**config.mk**
```make
export PLATFORM = sky130hd
export DESIGN_NAME = bps_front
export DESIGN_NICKNAME = d
export VERILOG_FILES = /design/src/bilinear_pixel_sampler_macros.svh /design/src/bps_pkg.sv /design/src/bps_front.sv
export SDC_FILE = /design/constraint.sdc
export NUM_CORES = 1
export LEC_CHECK = 0
export ABC_AREA = 1
export ABC_CLOCK_PERIOD_IN_PS = 3000
export BUFFER_PORTS_ARGS = -buffer_cell sky130_fd_sc_hd__buf_2
export CORE_UTILIZATION = 43
export DETAILED_ROUTE_END_ITERATION = 8
export GPL_ROUTABILITY_DRIVEN = 0
export PLACE_DENSITY = 0.81
export SYNTH_ARGS = -nofsm -noshare
export SYNTH_HDL_FRONTEND = slang
export SYNTH_SLANG_ARGS = --single-unit
```
**constraint.sdc**
```tcl
create_clock -name clk -period 3 [get_ports clk]
set_clock_uncertainty 0.05 [all_clocks]
set_input_delay 0 -clock clk [delete_from_list [all_inputs] [get_ports clk]]
set_output_delay 0 -clock clk [all_outputs]
set_load 0.03 [all_outputs]
```
**src/bilinear_pixel_sampler_macros.svh**
```systemverilog
// Assertion macros used by the bilinear pixel sampler back end.
`ifndef BILINEAR_PIXEL_SAMPLER_MACROS_SVH
`define BILINEAR_PIXEL_SAMPLER_MACROS_SVH

// Same-cycle implication, checked on every clock edge outside reset.
`define BPS_ASSERT_IMPLIES(name, cond, prop, msg) \
  name: assert property (@(posedge clk) disable iff (rst) (cond) |-> (prop)) \
    else $error(msg);

// Next-cycle implication, checked on every clock edge outside reset.
`define BPS_ASSERT_NEXT(name, cond, prop, msg) \
  name: assert property (@(posedge clk) disable iff (rst) (cond) |=> (prop)) \
    else $error(msg);

`endif

```
**src/bps_pkg.sv**
```systemverilog
// Shared types and constants of the bilinear pixel sampler.
package bps_pkg;

  localparam int BPS_MAX_COLS  = 512;
  localparam int BPS_MAX_ROWS  = 512;
  localparam int BPS_FRAC_BITS = 8;

  localparam int CFG_W       = 10;
  localparam int POS_W       = 18;
  localparam int PIX_W       = 8;
  localparam int COORD_IN_W  = 9;
  localparam int IDX_W       = POS_W - 1;
  localparam int COORD_W     = 12;
  localparam int FRAC_MAX_W  = 16;
  localparam int QUEUE_DEPTH = 2;
  localparam int MIN_DIM     = 2;
  localparam int DIM_RESET   = 512;

  localparam logic ACT_WRITE  = 1'b0;
  localparam logic ACT_SAMPLE = 1'b1;

  localparam logic STAT_OK  = 1'b0;
  localparam logic STAT_ERR = 1'b1;

  localparam logic CFG_IDX_COLS = 1'b0;
  localparam logic CFG_IDX_ROWS = 1'b1;

  typedef struct packed {
    logic                  wr;
    logic                  err;
    logic [COORD_W-1:0]    col;
    logic [COORD_W-1:0]    row;
    logic [PIX_W-1:0]      value;
    logic [FRAC_MAX_W-1:0] fu;
    logic [FRAC_MAX_W-1:0] fv;
  } bps_item_t;

  typedef struct packed {
    logic full;
    logic empty;
  } bps_qstat_t;

  typedef enum logic [2:0] {
    ST_IDLE,
    ST_RD1,
    ST_RD2,
    ST_RD3,
    ST_MIX,
    ST_OUT
  } bps_state_t;

endpackage

```
**src/bps_front.sv**
```systemverilog
// Front end: configuration registers, transaction intake and classification.
module bps_front import bps_pkg::*; #(
  parameter int MAX_COLS  = BPS_MAX_COLS,
  parameter int MAX_ROWS  = BPS_MAX_ROWS,
  parameter int FRAC_BITS = BPS_FRAC_BITS
) (
  input  logic                    clk,
  input  logic                    rst,
  input  logic                    start,
  input  logic                    cfg_write,
  input  logic                    cfg_index,
  input  logic [CFG_W-1:0]        cfg_data,
  input  logic                    action,
  input  logic [COORD_IN_W-1:0]   pixel_col,
  input  logic [COORD_IN_W-1:0]   pixel_row,
  input  logic [PIX_W-1:0]        pixel_value,
  input  logic signed [POS_W-1:0] pos_u,
  input  logic signed [POS_W-1:0] pos_v,
  input  bps_qstat_t              qstat,
  output logic                    push,
  output bps_item_t               item
);

  logic [CFG_W-1:0] image_cols;
  logic [CFG_W-1:0] image_rows;

  logic [IDX_W-1:0] cols_raw, rows_raw, cols_eff, rows_eff;
  logic [IDX_W-1:0] cx, cy, wcol, wrow;
  logic             negative, outside, in_store, accept, is_write;

  always_ff @(posedge clk) begin
    if (rst) begin
      image_cols <= CFG_W'(DIM_RESET);
      image_rows <= CFG_W'(DIM_RESET);
    end else if (cfg_write) begin
      unique case (cfg_index)
        CFG_IDX_COLS: image_cols <= cfg_data;
        CFG_IDX_ROWS: image_rows <= cfg_data;
      endcase
    end
  end

  always_comb begin
    // clamp the image size into the range the store supports
    cols_raw = IDX_W'(image_cols);
    rows_raw = IDX_W'(image_rows);
    if (cols_raw < IDX_W'(MIN_DIM))       cols_eff = IDX_W'(MIN_DIM);
    else if (cols_raw > IDX_W'(MAX_COLS)) cols_eff = IDX_W'(MAX_COLS);
    else                                  cols_eff = cols_raw;
    if (rows_raw < IDX_W'(MIN_DIM))       rows_eff = IDX_W'(MIN_DIM);
    else if (rows_raw > IDX_W'(MAX_ROWS)) rows_eff = IDX_W'(MAX_ROWS);
    else                                  rows_eff = rows_raw;

    cx       = IDX_W'(pos_u[POS_W-2:FRAC_BITS]);
    cy       = IDX_W'(pos_v[POS_W-2:FRAC_BITS]);
    negative = pos_u[POS_W-1] | pos_v[POS_W-1];
    outside  = (cx >= cols_eff - IDX_W'(1)) | (cy >= rows_eff - IDX_W'(1));

    wcol     = IDX_W'(pixel_col);
    wrow     = IDX_W'(pixel_row);
    in_store = (wcol < IDX_W'(MAX_COLS)) & (wrow < IDX_W'(MAX_ROWS));

    is_write = (action == ACT_WRITE);
    accept   = start & ~qstat.full;
    // drop writes that fall outside the store
    push     = accept & (~is_write | in_store);

    item.wr    = is_write;
    item.err   = ~is_write & (negative | outside);
    item.col   = is_write ? COORD_W'(wcol) : COORD_W'(cx);
    item.row   = is_write ? COORD_W'(wrow) : COORD_W'(cy);
    item.value = pixel_value;
    item.fu    = FRAC_MAX_W'(pos_u[FRAC_BITS-1:0]);
    item.fv    = FRAC_MAX_W'(pos_v[FRAC_BITS-1:0]);
  end

endmodule

```
======== Word level (Yosys, flattened, before mapping) ========
Index checks and enable logic that the tools add are counted.
word-level totals
  register bits ........................... 20
  latch bits .............................. 0
  memory bits (read-only) ................. 0
  memories kept ........................... 0
  output and inout bits ................... 67
  memory bits (writable) .................. 0
operators by class
  bitwise gates (word level) .............. 8
  reductions and logical operators ........ 2
  eq/ne operators ......................... 0
  magnitude comparators ................... 6
  multiply operators ...................... 0
  multiplexer cells ....................... 6
  div/mod/pow operators ................... 0
  shift-type cells ........................ 0
  add/sub/neg operators ................... 2
operator list
  kind                                                                    count
  10-bit two-way mux                                                      4
  9-bit by 17-bit greater-or-equal comparator with 1-bit output           2
  17-bit by 1-bit subtractor with 17-bit output (second input constant)   2
  10-bit > comparator (second input constant)                             2
  10-bit by 2-bit < comparator with 1-bit output (second input constant)  2
  9-bit two-way mux                                                       2
  2-bit AND reduction                                                     2
  1-bit NOT                                                               3
  1-bit bitwise OR                                                        3
  1-bit AND                                                               2

======== Longest topological paths before layout ========
  depth after elaboration ................. 8
  depth in mapped cells ................... 22
  depth with buffers taken out ............ 22

======== Least setup slack after synthesis ========
Ideal clock, no wire load.
  kind .................................... reg-to-output
  start point ............................. register image_rows[9]
  end point ............................... output port item[64] (netlist bit)
  stages on the path, launching flop included .. 21
  buffers on the path ..................... 1
  arrival ................................. 2.490 ns
  slack ................................... 0.460 ns
  cells stage by stage .................... dfxtp_1 -> buf_6 -> inv_4 -> nand4_2 -> nor2_2 -> nand2_1 -> nand3_1 -> ha_1 -> a21boi_2 -> nand3_1 -> xor2_1 -> ha_1 -> nand2_1 -> o21ai_0 -> o21bai_1 -> nand2_1 -> nand2_1 -> nor2_1 -> nand3_1 -> nand2_1 -> inv_1
RTL lines
  what                    RTL line         RTL
  start, declared         bps_front.sv:25  logic [CFG_W-1:0] image_rows;
  start signal, assigned  bps_front.sv:34  image_rows <= CFG_W'(DIM_RESET);
  start signal, assigned  bps_front.sv:38  CFG_IDX_ROWS: image_rows <= cfg_data;
  end, declared           bps_front.sv:21  output bps_item_t item

==> results.py <==
metrics = {
    "status": {
        "outcome": "complete, but fails checks",
        "violations": "negative setup slack",
    },
    "logic_synthesis": {
        "syn_avg_cell_area_sq_um": 6.36,
        "synth_edf_count": 0,
        "postSynthCellCount": 358,
        "synth_top_area_share_pct": 17.6,
        "synth_warnings": 0,
        "synth_common_cells": "99 x nand2_1, 48 x buf_4, 36 x nor2_1, 27 x inv_1, 22 x o21ai_0",
        "synth.top_cells.by_area": "dfxtp_1 18%, nand2_1 16%, buf_4 16%, ha_1 11%, nor2_1 5.9%",
        "ys_types": 37,
        "syn_area_sq_mm": 0.00228,
        "synth.most_common_cell": "nand2_1",
        "yosysTopAreaCell": "dfxtp_1",
        "ys_ff_latch": 20,
        "ys_async_sr_fraction_pct": 0,
        "synth_seq_area_share_pct": 17.6,
        "synth_top_flop_cell": "dfxtp_1",
    },
    "pwr": {
        "switchingPower_mw": 0.455,
        "pwr-share-comb_pct": 53.4,
        "vdd_ir_drop_max_v": 0.000308,
        "pwr-share-seq_pct": 27.8,
        "power.total_mw": 1.08,
        "p_leak_nw": 1.65,
        "swShare_pct": 42.1,
        "power_density_mw_per_mm2": 358,
        "clkPwrFrac_pct": 18.8,
        "internal_power_mw": 0.626,
    },
    "grt": {
        "grt_max_degree": 22,
        "gr-total-overflow": 0,
        "grt_pass1_vias": 2104,
        "antenna_found_initial": 0,
        "grt_usage_pct": 19.9,
        "grt_pass1_wl_mm": 8.73,
    },
    "layout": {
        "fin_nets": 551,
        "diodes": 0,
        "fin_cells": 520,
        "synthToLayoutAreaGrowth_pct": 32.6,
        "drive_above_1_share_pct": 30.2,
    },
    "die": {
        "die_x_um": 74.8,
        "start_util_pct": 44.6,
        "dieArea_sq_mm": 0.00559,
        "die_h_um": 74.8,
        "ioPinCount": 147,
        "core_area_sq_mm": 0.00511,
        "fp-row-count": 26,
    },
    "setup_path": {
        "cp_max_fo": 4,
        "reg2reg_slack_ns": 2.18,
        "cp_cell_sequence": "inv_2 > nand4_1 > nor2_2 > nand2_2 > nand3_4 > ha_4 > a21boi_4 > nand3_2 > xor2_1 > ha_1 > a21oi_1 > o21ai_0 > o21bai_1 > nand2_1 > nand2_1 > nor2_1 > nand3_1 > nand2_1 > inv_1 > buf_6",
        "cp-end-kind": "output port",
        "cp_data_required_time_ns": 2.95,
        "crit_top_cell": "nand2_1",
        "cp_top_family": "simple AND/OR/NAND/NOR gates",
        "path_class": "reg2out",
        "critPathBufInv": 3,
        "critPathLaunchType": "flip-flop",
        "crit_arrival_ns": 3.00,
        "critical-path-max-stage-delay_ns": 0.35,
        "critical_path.slowest_cell": "dfxtp_4",
    },
    "route": {
        "drt-pass1-iter-count": 4,
        "ant_nets": 0,
        "routed_wl_mm": 6.13,
        "wl_per_cell_um": 11.8,
        "drt-initial-drc-count": 65,
        "drcViolationCount": 0,
        "vias_per_cell": 4.79,
        "vias": 2492,
    },
    "clock_tree": {
        "cts_buffer_depth": 2,
        "clk_pin_slew_ns": 0.07,
        "cts_tree": "built",
        "cts.root.buffer_cell": "clkbuf_8",
        "worstSkewPairLatency_ns": 0.25,
        "htreeDepth": 1,
        "cts_made_buffers": 3,
        "clock_sinks": 20,
    },
    "sta": {
        "hold_slack_ns": 0.00842,
        "maxSlewViolCount": 0,
        "worstMarginPinSlew_ns": 0.567,
        "fmax_mhz": 328,
        "finalCriticalPeriod_ns": 3.05,
        "finalCritPeriodShare_pct": 102,
        "max_slew_margin_pct": 62.2,
        "finalHoldViolCount": 0,
        "setup-tns-final_ns": -0.0511,
        "setup_ws_ns": -0.0511,
        "setup_viol": 1,
        "rsz0062_at_grt": "yes",
    },
    "placed_design": {
        "port_buffers": 75,
        "dp_hpwl_mm": 4.34,
        "dp_cells": 467,
    },
    "job": {
        "cap_viol_max_count": 0,
    },
    "worst_hold_path": {
        "hp-class": "in2reg",
    },
}
-- final timing paths --
kind / startpoint / to / cells after the start
worst min register to register: image_rows[5]$_SDFFE_PP0P_ / image_rows[5]$_SDFFE_PP0P_ / 2
worst max register to register: image_rows[9]$_SDFFE_PP1P_ / image_rows[9]$_SDFFE_PP1P_ / 3
worst min-delay path: cfg_data[1] / image_rows[1]$_SDFFE_PP0P_ / 3
worst max-delay path: image_rows[2]$_SDFFE_PP0P_ / item[64] / 20
-- sequential cells by signal, indices dropped and copies added, names as in the netlist --
signal and count:
image_cols 10, image_rows 10
-- worst min-delay path: cells and delay by family --
kind / cells / cell delay (ns)
AOI/OAI and AO/OA: 2 / 0.19
buffers and inverters: 1 / 0.09
-- layout make-up --
cell class | count | area [sq um]
clock buffer | 4 | 55.1
tap | 70 | 87.6
sequential | 20 | 414
fill | 455 | 2090
inverter | 31 | 119
multi-input combinational | 270 | 1500
timing repair buffer | 125 | 841
-- layer usage --
metal / vias up / track usage, % / wire length [um]
met5: - / 0 / 0
met1: 1119 / 22.6 / 2500
li1: 1268 / - / -
met3: 6 / 2.54 / 304
met4: 0 / 5.66 / 61
met2: 99 / 38.5 / 3260
-- layout by cell type (no fill, tap or decap), drive strengths merged --
cell type      n
nand2        101
buf           93
nor2          38
dlygate4sd3   32
inv           31
o21ai         23
conb          22
a21oi         20
ha            20
dfxtp         20
nand3         14
nand4          6
xnor2          5
xor2           4
clkbuf         4
and3           2
nor3           2
o211ai         2
o21bai         2
o21a           2
nor4           1
o41ai          1
a21boi         1
or2            1
a22oi          1
nand3b         1
a41oi          1
-- kinds of logic after synthesis --
group,after synthesis,synth area share [%]
other cells,1,0.165
flops,20,17.6
simple gates,166,30.9
fa+ha+maj,20,11.0
compound gates,53,13.2
xor+xnor,9,3.79
buf+inv,89,23.3
-- power by group through the flow --
| stage | Clock, mW | Sequential (mW) | Combinational (mW) |
|---|---|---|---|
| 6_report | 0.203 | 0.301 | 0.577 |
| 5_1_grt | 0.215 | 0.303 | 0.639 |
| 4_1_cts | 0.204 | 0.300 | 0.533 |
| 3_5_place_dp | 0 | 0.306 | 0.449 |
| 3_3_place_gp | 0 | 0.305 | 0.435 |
| 2_1_floorplan | 0 | 0.300 | 0.427 |
-- through the flow --
stage	cell area (sq um)	setup slack [ns]	util (%)
3_3_place_gp	2410	0.201	47.3
5_1_grt	3020	-0.218	59.1
2_1_floorplan	2360	0.460	-
3_5_place_dp	2410	0.126	47.3
6_report	3020	-0.0511	59.1
4_1_cts	2870	0.000108	56.1
-- what timing repair did --
item / 4_1_cts / 5_1_grt
hold buffers: 32 / 0
setup endpoints to repair: 1 / 1
cloned: 0 / 0
hold endpoints to repair: 34 / 0
pin swaps: 3 / 12
setup buffers: 5 / 12
gates resized for setup: 14 / 17
No activity file was read; power rests on OpenSTA's default activity.
