==> src/bilinear_pixel_sampler_macros.svh <==
// Assertion macros used by the bilinear pixel sampler back end.
`ifndef BILINEAR_PIXEL_SAMPLER_MACROS_SVH
`define BILINEAR_PIXEL_SAMPLER_MACROS_SVH

// Same-cycle implication, checked on every clock edge outside reset.
`define BPS_ASSERT_IMPLIES(name, cond, prop, msg) \
  name: assert property (@(posedge clk) disable iff (rst) (cond) |-> (prop)) \
    else $error(msg);

// Next-cycle implication, checked on every clock edge outside reset.
`define BPS_ASSERT_NEXT(name, cond, prop, msg) \
  name: assert property (@(posedge clk) disable iff (rst) (cond) |=> (prop)) \
    else $error(msg);

`endif

==> src/bps_pkg.sv <==
// Shared types and constants of the bilinear pixel sampler.
package bps_pkg;

  localparam int BPS_MAX_COLS  = 512;
  localparam int BPS_MAX_ROWS  = 512;
  localparam int BPS_FRAC_BITS = 8;

  localparam int CFG_W       = 10;
  localparam int POS_W       = 18;
  localparam int PIX_W       = 8;
  localparam int COORD_IN_W  = 9;
  localparam int IDX_W       = POS_W - 1;
  localparam int COORD_W     = 12;
  localparam int FRAC_MAX_W  = 16;
  localparam int QUEUE_DEPTH = 2;
  localparam int MIN_DIM     = 2;
  localparam int DIM_RESET   = 512;

  localparam logic ACT_WRITE  = 1'b0;
  localparam logic ACT_SAMPLE = 1'b1;

  localparam logic STAT_OK  = 1'b0;
  localparam logic STAT_ERR = 1'b1;

  localparam logic CFG_IDX_COLS = 1'b0;
  localparam logic CFG_IDX_ROWS = 1'b1;

  typedef struct packed {
    logic                  wr;
    logic                  err;
    logic [COORD_W-1:0]    col;
    logic [COORD_W-1:0]    row;
    logic [PIX_W-1:0]      value;
    logic [FRAC_MAX_W-1:0] fu;
    logic [FRAC_MAX_W-1:0] fv;
  } bps_item_t;

  typedef struct packed {
    logic full;
    logic empty;
  } bps_qstat_t;

  typedef enum logic [2:0] {
    ST_IDLE,
    ST_RD1,
    ST_RD2,
    ST_RD3,
    ST_MIX,
    ST_OUT
  } bps_state_t;

endpackage

==> src/bps_queue.sv <==
// Short FIFO between the front end and the back end.
module bps_queue import bps_pkg::*; (
  input  logic       clk,
  input  logic       rst,
  input  logic       push,
  input  bps_item_t  din,
  input  logic       pop,
  output bps_item_t  dout,
  output bps_qstat_t stat
);

  localparam int PTR_W = (QUEUE_DEPTH > 1) ? $clog2(QUEUE_DEPTH) : 1;
  localparam int CNT_W = $clog2(QUEUE_DEPTH + 1);

  bps_item_t        slots [QUEUE_DEPTH];
  logic [PTR_W-1:0] wr_ptr, rd_ptr;
  logic [CNT_W-1:0] count;

  function automatic logic [PTR_W-1:0] bump(input logic [PTR_W-1:0] p);
    return (p == PTR_W'(QUEUE_DEPTH - 1)) ? '0 : p + PTR_W'(1);
  endfunction

  always_ff @(posedge clk) begin
    if (rst) begin
      wr_ptr <= '0;
      rd_ptr <= '0;
      count  <= '0;
    end else begin
      if (push) wr_ptr <= bump(wr_ptr);
      if (pop)  rd_ptr <= bump(rd_ptr);
      if (push && !pop)      count <= count + CNT_W'(1);
      else if (pop && !push) count <= count - CNT_W'(1);
    end
  end

  always_ff @(posedge clk) begin
    if (push) slots[wr_ptr] <= din;
  end

  assign dout       = slots[rd_ptr];
  assign stat.full  = (count == CNT_W'(QUEUE_DEPTH));
  assign stat.empty = (count == '0);

endmodule

==> config.mk <==
export PLATFORM = sky130hd
export DESIGN_NAME = bps_queue
export DESIGN_NICKNAME = d
export VERILOG_FILES = /design/src/bilinear_pixel_sampler_macros.svh /design/src/bps_pkg.sv /design/src/bps_queue.sv
export SDC_FILE = /design/constraint.sdc
export NUM_CORES = 1
export LEC_CHECK = 0
export BUFFER_PORTS_ARGS = -buffer_cell sky130_fd_sc_hd__buf_2
export CORE_MARGIN = 2
export CORE_UTILIZATION = 50
export DETAILED_ROUTE_END_ITERATION = 6
export GPL_TIMING_DRIVEN = 0
export PLACE_DENSITY = 0.82
export SLEW_MARGIN = 25
export SYNTH_ARGS = -nofsm -noshare
export SYNTH_HDL_FRONTEND = slang
export SYNTH_SLANG_ARGS = --single-unit
==> constraint.sdc <==
create_clock -name clk -period 4.8 [get_ports clk]
set_input_delay 0.72 -clock clk [delete_from_list [all_inputs] [get_ports clk]]
set_output_delay 0.72 -clock clk [all_outputs]
set_load 0.05 [all_outputs]
== Word-level counts from Yosys, hierarchy flattened ==
Memory sizes are Yosys's and may differ from the RTL's. A register that Yosys moved wholly into a read port is not among the register bits.
Cells that the tools add are included.

* Flip-flop bits (word level): 4
* Logic and storage cells: 23
* Memories kept: 1
* Memory bits (writable): 132

* $add $sub $neg: 4
* Equal/unequal tests: 1
* Multiplexer cells: 8
* Reductions and logical operators: 6

{| class="wikitable"
|+ Memory list
! memory !! depth !! bits a word !! rd ports !! clocked after memory_dff !! wr ports !! line !! source
|-
| slots || 2 || 66 || 1 || 1 || 1 || bps_queue.sv:15 || <nowiki>bps_item_t slots [QUEUE_DEPTH];</nowiki>
|}

{| class="wikitable"
|+ Operators with widths
! cell !! count
|-
| $mux 1 || 6
|-
| $mux 2 || 2
|-
| $add 1x1->1 const B || 2
|-
| $add 2x1->2 const B || 1
|-
| $eq 2x2->1 const B || 1
|-
| $logic_and 1x1->1 || 2
|-
| $logic_not 1->1 || 2
|-
| $logic_not 2->1 || 1
|-
| $reduce_bool 2->1 || 1
|-
| $sub 2x1->2 const B || 1
|}

== Longest topological paths before layout ==
Gate-level depths: netlist of run 1.

* Word-level depth: 4
* Depth in mapped cells: 5
* Depth with buffers taken out: 5

== Least setup slack after synthesis of run 1 ==
Ideal clock, no wire load.

* Path kind: input -> register
* From: in push
* To: mem slots[0][0] (netlist bit), enable pin
* Setup time: 498 ps
* Arrival: 3620 ps
* Setup slack: 682 ps
* Path buffers: 0
* Stages on the path: 1
* Path through: nor2b_1

* Cells in the longest elaborated chain, start to end: 2

{| class="wikitable"
|+ RTL lines
! item !! line !! source
|-
| start, declared || bps_queue.sv:5 || <nowiki>input logic push,</nowiki>
|-
| $mux 1 || bps_queue.sv:37 || <nowiki>if (push) slots[wr_ptr] <= din;</nowiki>
|-
| $mux 1 (not written as such) || bps_queue.sv:37 ||
|-
| end, declared || bps_queue.sv:15 ||
|}

Every way passes these cells.

==> results.toml, run 1 <==
[final_layout]
multi_input_area_sq_um = 857
antennaDiodeCount = 0
layout-drive-gt1-share = 0.617
syn2layout_area_growth_pct = 30.2
nets = 457
final_area_sq_um = 6480
seqCellArea_sq_um = 4060
mostFrequentLayoutCells = "buf_2, edfxtp_1, mux2_2, clkbuf_16"
fill_cells = 729
final_common_cell = "buf_2"

[timing]
tightest_slew_ns = 0.730
setup_viol = 0
final.setup_skew_ns = 0.00722
rsz0062_at_grt = "no"
period_needed_ns = 2.54
relSlewSlack = 0.512
setup_tns_ns = 0
timing.final.crit_share = 0.528
fmax_ghz = 0.394
hold_viol_final = 0
finalMaxSlewViolations = 0

[synthesis]
synth_fa_ha_area_frac = 0.00251
synth.area.mux_share = 0.149
synth_top_family_by_area = "multiplexers"
synthCells = 227
synthSimpleGateAreaFrac = 0.00930
netlist_area_sq_um = 4980
syn-num-nets = 298
seq_area_frac_synth = 0.816
synth-xor-area-share = 0.00704
synth_warnings = 0
synth_compound_area_frac = 0.00201
syn_avg_cell_area_sq_um = 21.9
yosysUniqueCellTypes = 17
ys_ff_latch = 137

[setup_path]
worstSetupPathType = "flip-flop to output port"
endpoint_kind = "output port"
cp_slowest_cell = "mux2_2"
reg2regPathDepth = 3
start_kind = "flip-flop"
r2r-end = "slots[0][25]"
cp.arrival_ns = 1.82
critPathMaxFanout = 10
cpLargestDelayFamily = "buffers and inverters"
ff2ff_setup_slack_ns = 3.09
cp_slowest_stage_delay_ns = 0.35
cp_data_required_time_ns = 4.08
path_cells = "buf_4 -> buf_6 -> mux2_2 -> buf_2"
path_buf_inv = 3
r2r_start = "wr_ptr"

[status]
status = "finished clean"

[die]
ios = 138
dieArea_sq_um = 10800
dieWidth_um = 104
die_y_um = 104
start_util = 0.512
fp.coreArea_sq_um = 9730
rows = 36

[route]
via_count = 2580
drt_wl_total_mm = 8.51
ant_nets = 0
vias_per_cell = 4.85
wl_per_cell_um = 16.0
first_pass_iters = 5
drt-initial-drc-count = 74
drc = 0

[place]
numPortBuffers = 137
dpl.hpwl_mm = 5.78
placed_area_sq_um = 5920
gp_congestion = 0.716

[global_route]
track_usage = 0.169
grt_max_degree = 46
grt_pass1_vias = 2782
antenna_found_initial = 0
grt_pass1_wl_mm = 13.7
grt-ovfl-total = 0

[clock_network]
max-clock-path-buffers = 2
post_cts_buffers = 0
cts_tree = "built"
post_cts_resized = 0
clk_pin_slew_ns = 0.06
cts-root-buf = "clkbuf_8"
cts_sinks = 137
insertion_delay_ns = 0.51
holdBufCountCts = 0
htreeDepth = 4
cts_made_buffers = 17

[pwr]
p_leak_uw = 0.00246
finalPower_uw = 3090
ir_worst_vdd_uv = 255
powerDensity_nw_per_um2 = 477

[min_path]
min_from = "din[6]"
min_path_type = "input port to flip-flop"
hold_depth = 1
whs_endpoint = "slots[0][6]"

[job]
cap_violations = 0
per-layer routing:
metal | share of wire | GRT usage | routed length (um) | up-vias
met3 | 0.066 | 0.0592 | 564 | 7
met4 | 0.0067 | 0.0695 | 57 | 0
met5 | 0 | 0 | 0 | -
met2 | 0.54 | 0.293 | 4590 | 102
met1 | 0.39 | 0.192 | 3300 | 1257
li1 | - | - | - | 1214
kinds of logic (layout without fill, tap and decap cells):
logic type | Yosys count | after routing
XOR/XNOR | 4 | 4
multiplexers | 66 | 66
adder cells (fa/ha/maj) | 1 | 1
flip-flops | 137 | 137
AND/OR/NAND/NOR | 9 | 9
buffers and inverters | 8 | 180
AO/OA/AOI/OAI | 2 | 2
worst max path at each step:
stage                              end  slack (ns)  cells past startpoint
after floorplan            slots[0][0]        0.68                      1
after global placement    slots[0][10]       -1.04                      2
after detailed placement   slots[0][4]        2.50                      4
after CTS                     dout[34]        2.21                      4
after global routing          dout[41]        2.17                      4
final                         dout[41]        2.26                      4
layout make-up:
class | count | share of cell area
Buffer | 7 | 0.00965
Tap cell | 133 | 0.0257
Sequential cell | 137 | 0.627
Multi-Input combinational cell | 82 | 0.132
Inverter | 1 | 0.000579
Clock buffer | 22 | 0.0714
Timing Repair Buffer | 140 | 0.119
Clock inverter | 10 | 0.0147
power by group:
part           internal [uW]  switching (uW)  leakage, uW
Sequential              1390            19.1      0.00128
Combinational            150             348     0.000921
Clock                    726             452     0.000259
synthesized netlist by cell type, drive strengths merged:
master | instances | area share
edfxtp | 132 | 0.80
mux2 | 66 | 0.15
buf | 7 | 0.013
dfxtp | 5 | 0.020
nor2 | 5 | 0.0038
xnor2 | 2 | 0.0035
xor2 | 2 | 0.0035
a21oi | 1 | 0.0010
and2 | 1 | 0.0013
and2b | 1 | 0.0018
ha | 1 | 0.0025
inv | 1 | 0.00075
nor2b | 1 | 0.0013
o21ai | 1 | 0.0010
or3 | 1 | 0.0013
stage by stage:
stage	cells	util	hold WS (ns)	setup WS [ns]
after CTS	532	0.666	0.366	2.21
after detailed placement	500	0.609	0.505	2.50
after floorplan	227	-	0.461	0.682
final	532	0.666	0.394	2.26
after global routing	532	0.666	0.367	2.17
after global placement	497	0.599	0.483	-1.04
sequential cells by signal (all words and copies together) (netlist names), named ones only:
name    cells
slots     132
count       2
rd_ptr      1
wr_ptr      1
worst register-to-register path, stage by stage (launching register included):
cell and delay, ns:
dfxtp_1 0.35, nor2b_4 0.60, buf_16 0.26, buf_16 0.20
(Power assumes the default switching activity.)
==> inputs of run 2 (changes only) <==
Settings changed: CORE_UTILIZATION 50 to 47, PLACE_DENSITY 0.82 to 0.81.
Clock period 4.8 ns to 2.2 ns, I/O delays scaled along.
==> results.toml, run 2 (synthesized netlist as in run 1, its figures left out) <==
[status]
status = "finished clean"

[final_layout]
layout-drive-gt1-share = 0.536
mostFrequentLayoutCells = "buf_2, edfxtp_1, mux2_2, dlygate4sd3_1, clkbuf_16"
fill_cells = 713
finish.utilization = 0.689
final_common_cell = "buf_2"
fin_cells = 593
antennaDiodeCount = 0
largest-register = "slots"
syn2layout_area_growth_pct = 42.8
largestRegisters = "slots (132), count (2)"
largest_register_ffs = 132
nets = 516

[min_path]
min_path_type = "input port to flip-flop"

[die]
dieWidth_um = 107
rows = 37
fp.coreArea_sq_um = 10300
dieArea_sq_um = 11400
die_y_um = 107
ios = 138
start_util = 0.482

[clock_network]
max-clock-path-buffers = 2
cts-root-buf = "clkbuf_8"
insertion_delay_ns = 0.51
cts_tree = "built"
cts_made_buffers = 17
clk_pin_slew_ns = 0.06
cts_sinks = 137
htreeDepth = 4

[global_route]
track_usage = 0.175
antenna_found_initial = 0
grt_max_degree = 36
grt-ovfl-total = 0
grt_pass1_vias = 3065
grt_pass1_wl_mm = 14.8

[route]
ant_nets = 0
drt_wl_total_mm = 9.91
wl_per_cell_um = 16.7
vias_per_cell = 4.84
drt-initial-drc-count = 97
drc = 0
first_pass_iters = 4
via_count = 2869

[setup_path]
cp_slowest_stage_delay_ns = 0.35
worstSetupPathType = "flip-flop to output port"
start_kind = "flip-flop"
cp.arrival_ns = 1.75
critPathMaxFanout = 10
path_cells = "buf_6 -> buf_6 -> mux2_2 -> buf_2"
cp_data_required_time_ns = 1.87
cp_slowest_cell = "dfxtp_2"
path_buf_inv = 3
endpoint_kind = "output port"
crit_top_cell = "buf_6"
cpLargestDelayFamily = "buffers and inverters"

[pwr]
powerDensity_nw_per_um2 = 993
internal-power_uw = 5260
p_leak_uw = 0.00274
netSwitchingFraction = 0.255
finalPower_uw = 7060
power.share.sequential = 0.437
pwr-share-comb = 0.169
p_sw_uw = 1800
clkPwrFrac = 0.394
ir_worst_vdd_uv = 530

[timing]
timing.final.crit_share = 0.943
period_needed_ns = 2.08
final.setup_skew_ns = 0.00985
rsz0062_at_grt = "no"
fmax_ghz = 0.482
setup_viol = 0
holdWs_ns = 0.0282
finalMaxSlewViolations = 0
relSlewSlack = 0.627
setup_tns_ns = 0
tightest_slew_ns = 0.558
hold_viol_final = 0

[place]
dp_cells = 504
numPortBuffers = 137
dpl.hpwl_mm = 5.87
gp_congestion = 0.709

[job]
cap_violations = 0
run 2: cell count changes in the layout (fill, tap and decap cells not counted), sizes merged:
cell | previous run | this run
clkbuf | 22 | 21
buf | 147 | 149
dlygate4sd3 | 0 | 56
clkinv | 4 | 6
clkinvlp | 5 | 1
bufinv | 1 | 4
run 2: routing by layer:
metal  global-route usage  part of all wire  vias to the layer above  routed length (um)
li1                     -                 -                     1336                   -
met1                0.190              0.38                     1423                3810
met2                0.318              0.55                      104                5450
met3               0.0626             0.059                        6                 583
met4               0.0584            0.0064                        0                  63
met5                    0                 0                        -                   0
run 2: worst register-to-register path: stages (launching register included):
cell     delay [ns]
dfxtp_1        0.35
nor2b_4        0.48
buf_16         0.23
buf_16         0.18
run 2: power by group through the flow:
| stage | sequential [uW] | combinational (uW) | clock, uW |
|---|---|---|---|
| final | 3090 | 1190 | 2780 |
| after CTS | 3090 | 1180 | 2830 |
| after detailed placement | 3140 | 1100 | 0 |
| after global routing | 3100 | 1250 | 2950 |
| after global placement | 3130 | 1050 | 0 |
| after floorplan | 3130 | 807 | 0 |
run 2: through the flow:
step	instance area, sq um	worst slack, ns
detailed placement	5950	0.506
finish	7110	0.124
CTS	6990	0.00106
global route	7110	0.0458
global placement	5840	-0.198
floorplan	4990	0.438
run 2: area by class of cell:
| class | instances | area [sq um] | share of cell area |
|---|---|---|---|
| Multi-Input combinational cell | 82 | 857 | 0.121 |
| Timing Repair Buffer | 199 | 1370 | 0.192 |
| Tap cell | 136 | 170 | 0.0239 |
| Clock inverter | 11 | 154 | 0.0217 |
| Sequential cell | 137 | 4070 | 0.572 |
| Buffer | 7 | 66.3 | 0.00933 |
| Inverter | 1 | 3.75 | 0.000528 |
| Clock buffer | 20 | 425 | 0.0598 |
run 2: path summary, 6_finish.rpt:
check / cells after the start / to / start / slack [ns]
setup / recovery: 4 / dout[18] / flip-flop / 0.12
hold / removal: 1 / slots[1][47] / din[47] / 0.03
setup reg to reg: 3 / slots[0][22] / wr_ptr / 0.65
hold reg to reg: 2 / count[1] / count[1] / 0.52
run 2: timing repair:
item	CTS	global route
buffers inserted	0	2
hold buffers	46	10
endpoints found under the hold margin	91	20
resized for setup	1	2
endpoints found under the setup margin	40	38
pin swaps	0	0
==> inputs of run 3 (changes only) <==
--- a/config.mk
+++ b/config.mk
@@ -7,8 +7,9 @@
 export LEC_CHECK = 0
+export ABC_CLOCK_PERIOD_IN_PS = 2200
 export BUFFER_PORTS_ARGS = -buffer_cell sky130_fd_sc_hd__buf_2
 export CORE_MARGIN = 2
-export CORE_UTILIZATION = 47
+export CORE_UTILIZATION = 40
 export DETAILED_ROUTE_END_ITERATION = 6
 export GPL_TIMING_DRIVEN = 0
-export PLACE_DENSITY = 0.81
+export PLACE_DENSITY = 0.71
 export SLEW_MARGIN = 25
==> constraint.sdc (replaced) <==
create_clock -name clk -period 2.2 [get_ports clk]
set_input_delay 0.22 -clock clk [delete_from_list [all_inputs] [get_ports clk]]
set_output_delay 0.22 -clock clk [all_outputs]
set_load 0.05 [all_outputs]
==> results.toml, run 3 (synthesized netlist as in run 1, its figures left out) <==
[global_route]
track_usage = 0.148
grt-ovfl-total = 0
antenna_found_initial = 0
grt_pass1_wl_mm = 14.6
grt_pass1_vias = 3047
grt_max_degree = 37

[timing]
setup_viol = 0
setup_tns_ns = 0
final.setup_skew_ns = 0.00508
relSlewSlack = 0.681
tightest_slew_ns = 0.479
fmax_ghz = 0.517
timing.final.crit_share = 0.880
rsz0062_at_grt = "no"
hold_viol_final = 0
finalMaxSlewViolations = 0
period_needed_ns = 1.94
holdWs_ns = 0.0403

[setup_path]
start_kind = "flip-flop"
path_cells = "buf_4 -> buf_6 -> mux2_2 -> buf_2"
cp_slowest_stage_delay_ns = 0.35
cpLargestDelayFamily = "buffers and inverters"
path_buf_inv = 3
cp_slowest_cell = "mux2_2"
cp.arrival_ns = 1.72
critPathMaxFanout = 10
cp_data_required_time_ns = 1.98
endpoint_kind = "output port"
worstSetupPathType = "flip-flop to output port"

[die]
fp.coreArea_sq_um = 12100
rows = 40
die_y_um = 116
dieWidth_um = 116
start_util = 0.413
ios = 138
dieArea_sq_um = 13400

[place]
dpl.hpwl_mm = 5.75
gp_congestion = 0.671
numPortBuffers = 137

[final_layout]
syn2layout_area_growth_pct = 44.8
antennaDiodeCount = 0
final_common_cell = "buf_2"
layout-drive-gt1-share = 0.528
finish.utilization = 0.598
largest-register = "slots"
largest_register_ffs = 132
mostFrequentLayoutCells = "buf_2, edfxtp_1, mux2_2, dlygate4sd3_1, clkbuf_16"
largestRegisters = "slots (132), count (2)"
nets = 524

[pwr]
ir_worst_vdd_uv = 602
p_leak_uw = 0.00276
powerDensity_nw_per_um2 = 956
finalPower_uw = 6890

[route]
first_pass_iters = 4
vias_per_cell = 4.44
ant_nets = 0
via_count = 2815
drc = 0
drt-initial-drc-count = 90
drt_wl_total_mm = 9.32
wl_per_cell_um = 14.7

[min_path]
min_path_type = "input port to flip-flop"

[clock_network]
cts_tree = "built"
max-clock-path-buffers = 2
post_cts_resized = 0
cts-root-buf = "clkbuf_16"
htreeDepth = 4
insertion_delay_ns = 0.40
clk_pin_slew_ns = 0.05
cts_made_buffers = 17
cts_sinks = 137

[job]
cap_violations = 0

[status]
status = "finished clean"
[run 3: cell types whose count changed in the layout (fill, tap and decap cells not counted), sizes merged]
cell | before | now
dlygate4sd3 | 56 | 66
buf | 149 | 148
clkinvlp | 1 | 2
clkbuf | 21 | 24
clkinv | 6 | 5
bufinv | 4 | 1
[run 3: cell type report]
class	instances	area [sq um]
buffer	7	62.6
clock buffer	24	492
tap	168	210
sequential	137	4060
clock inverter	8	70.1
inverter	1	3.75
multi-input combinational	82	857
fill	929	4850
timing repair buffer	207	1450
[run 3: report_power, final]
| part | switching, uW | internal (uW) |
|---|---|---|
| registers | 40.2 | 3040 |
| logic | 780 | 409 |
| clock network | 956 | 1660 |
| total | 1780 | 5120 |
[run 3: what timing repair did]
action,CTS,global route
buffers inserted,0,0
endpoints found under the setup margin,0,0
endpoints found under the hold margin,129,2
hold buffers,65,1
[run 3: worst reg2reg max path, delay by kind of cell, from the launching register on]
kind          cells  cell delay [ns]
simple gates      1             0.49
flops             1             0.41
buf+inv           1             0.30
[run 3: worst paths after layout]
kind | start | endpoint | slack [ns] | cells past startpoint
worst max register to register | wr_ptr | slots[1][12] | 0.67 | 2
worst max-delay path | flip-flop | dout[39] | 0.26 | 4
worst min-delay path | rst | flip-flop | 0.04 | 2
worst min register to register | count[1] | count[1] | 0.51 | 2
[run 3: routing by layer]
metal / part of all wire / up-vias / track usage / routed length, um
li1: - / 1351 / - / -
met1: 0.40 / 1367 / 0.157 / 3770
met2: 0.52 / 83 / 0.260 / 4830
met4: 0.019 / 0 / 0.0715 / 176
met5: 0 / - / 0 / 0
met3: 0.058 / 14 / 0.0533 / 544
[run 3: per-stage QoR]
step	instances	setup slack, ns	instance area, sq um
after floorplan	227	0.454	4990
after global placement	532	-0.174	5880
after detailed placement	536	0.656	5990
after CTS	633	0.214	7200
after global routing	634	0.165	7210
final	634	0.265	7210
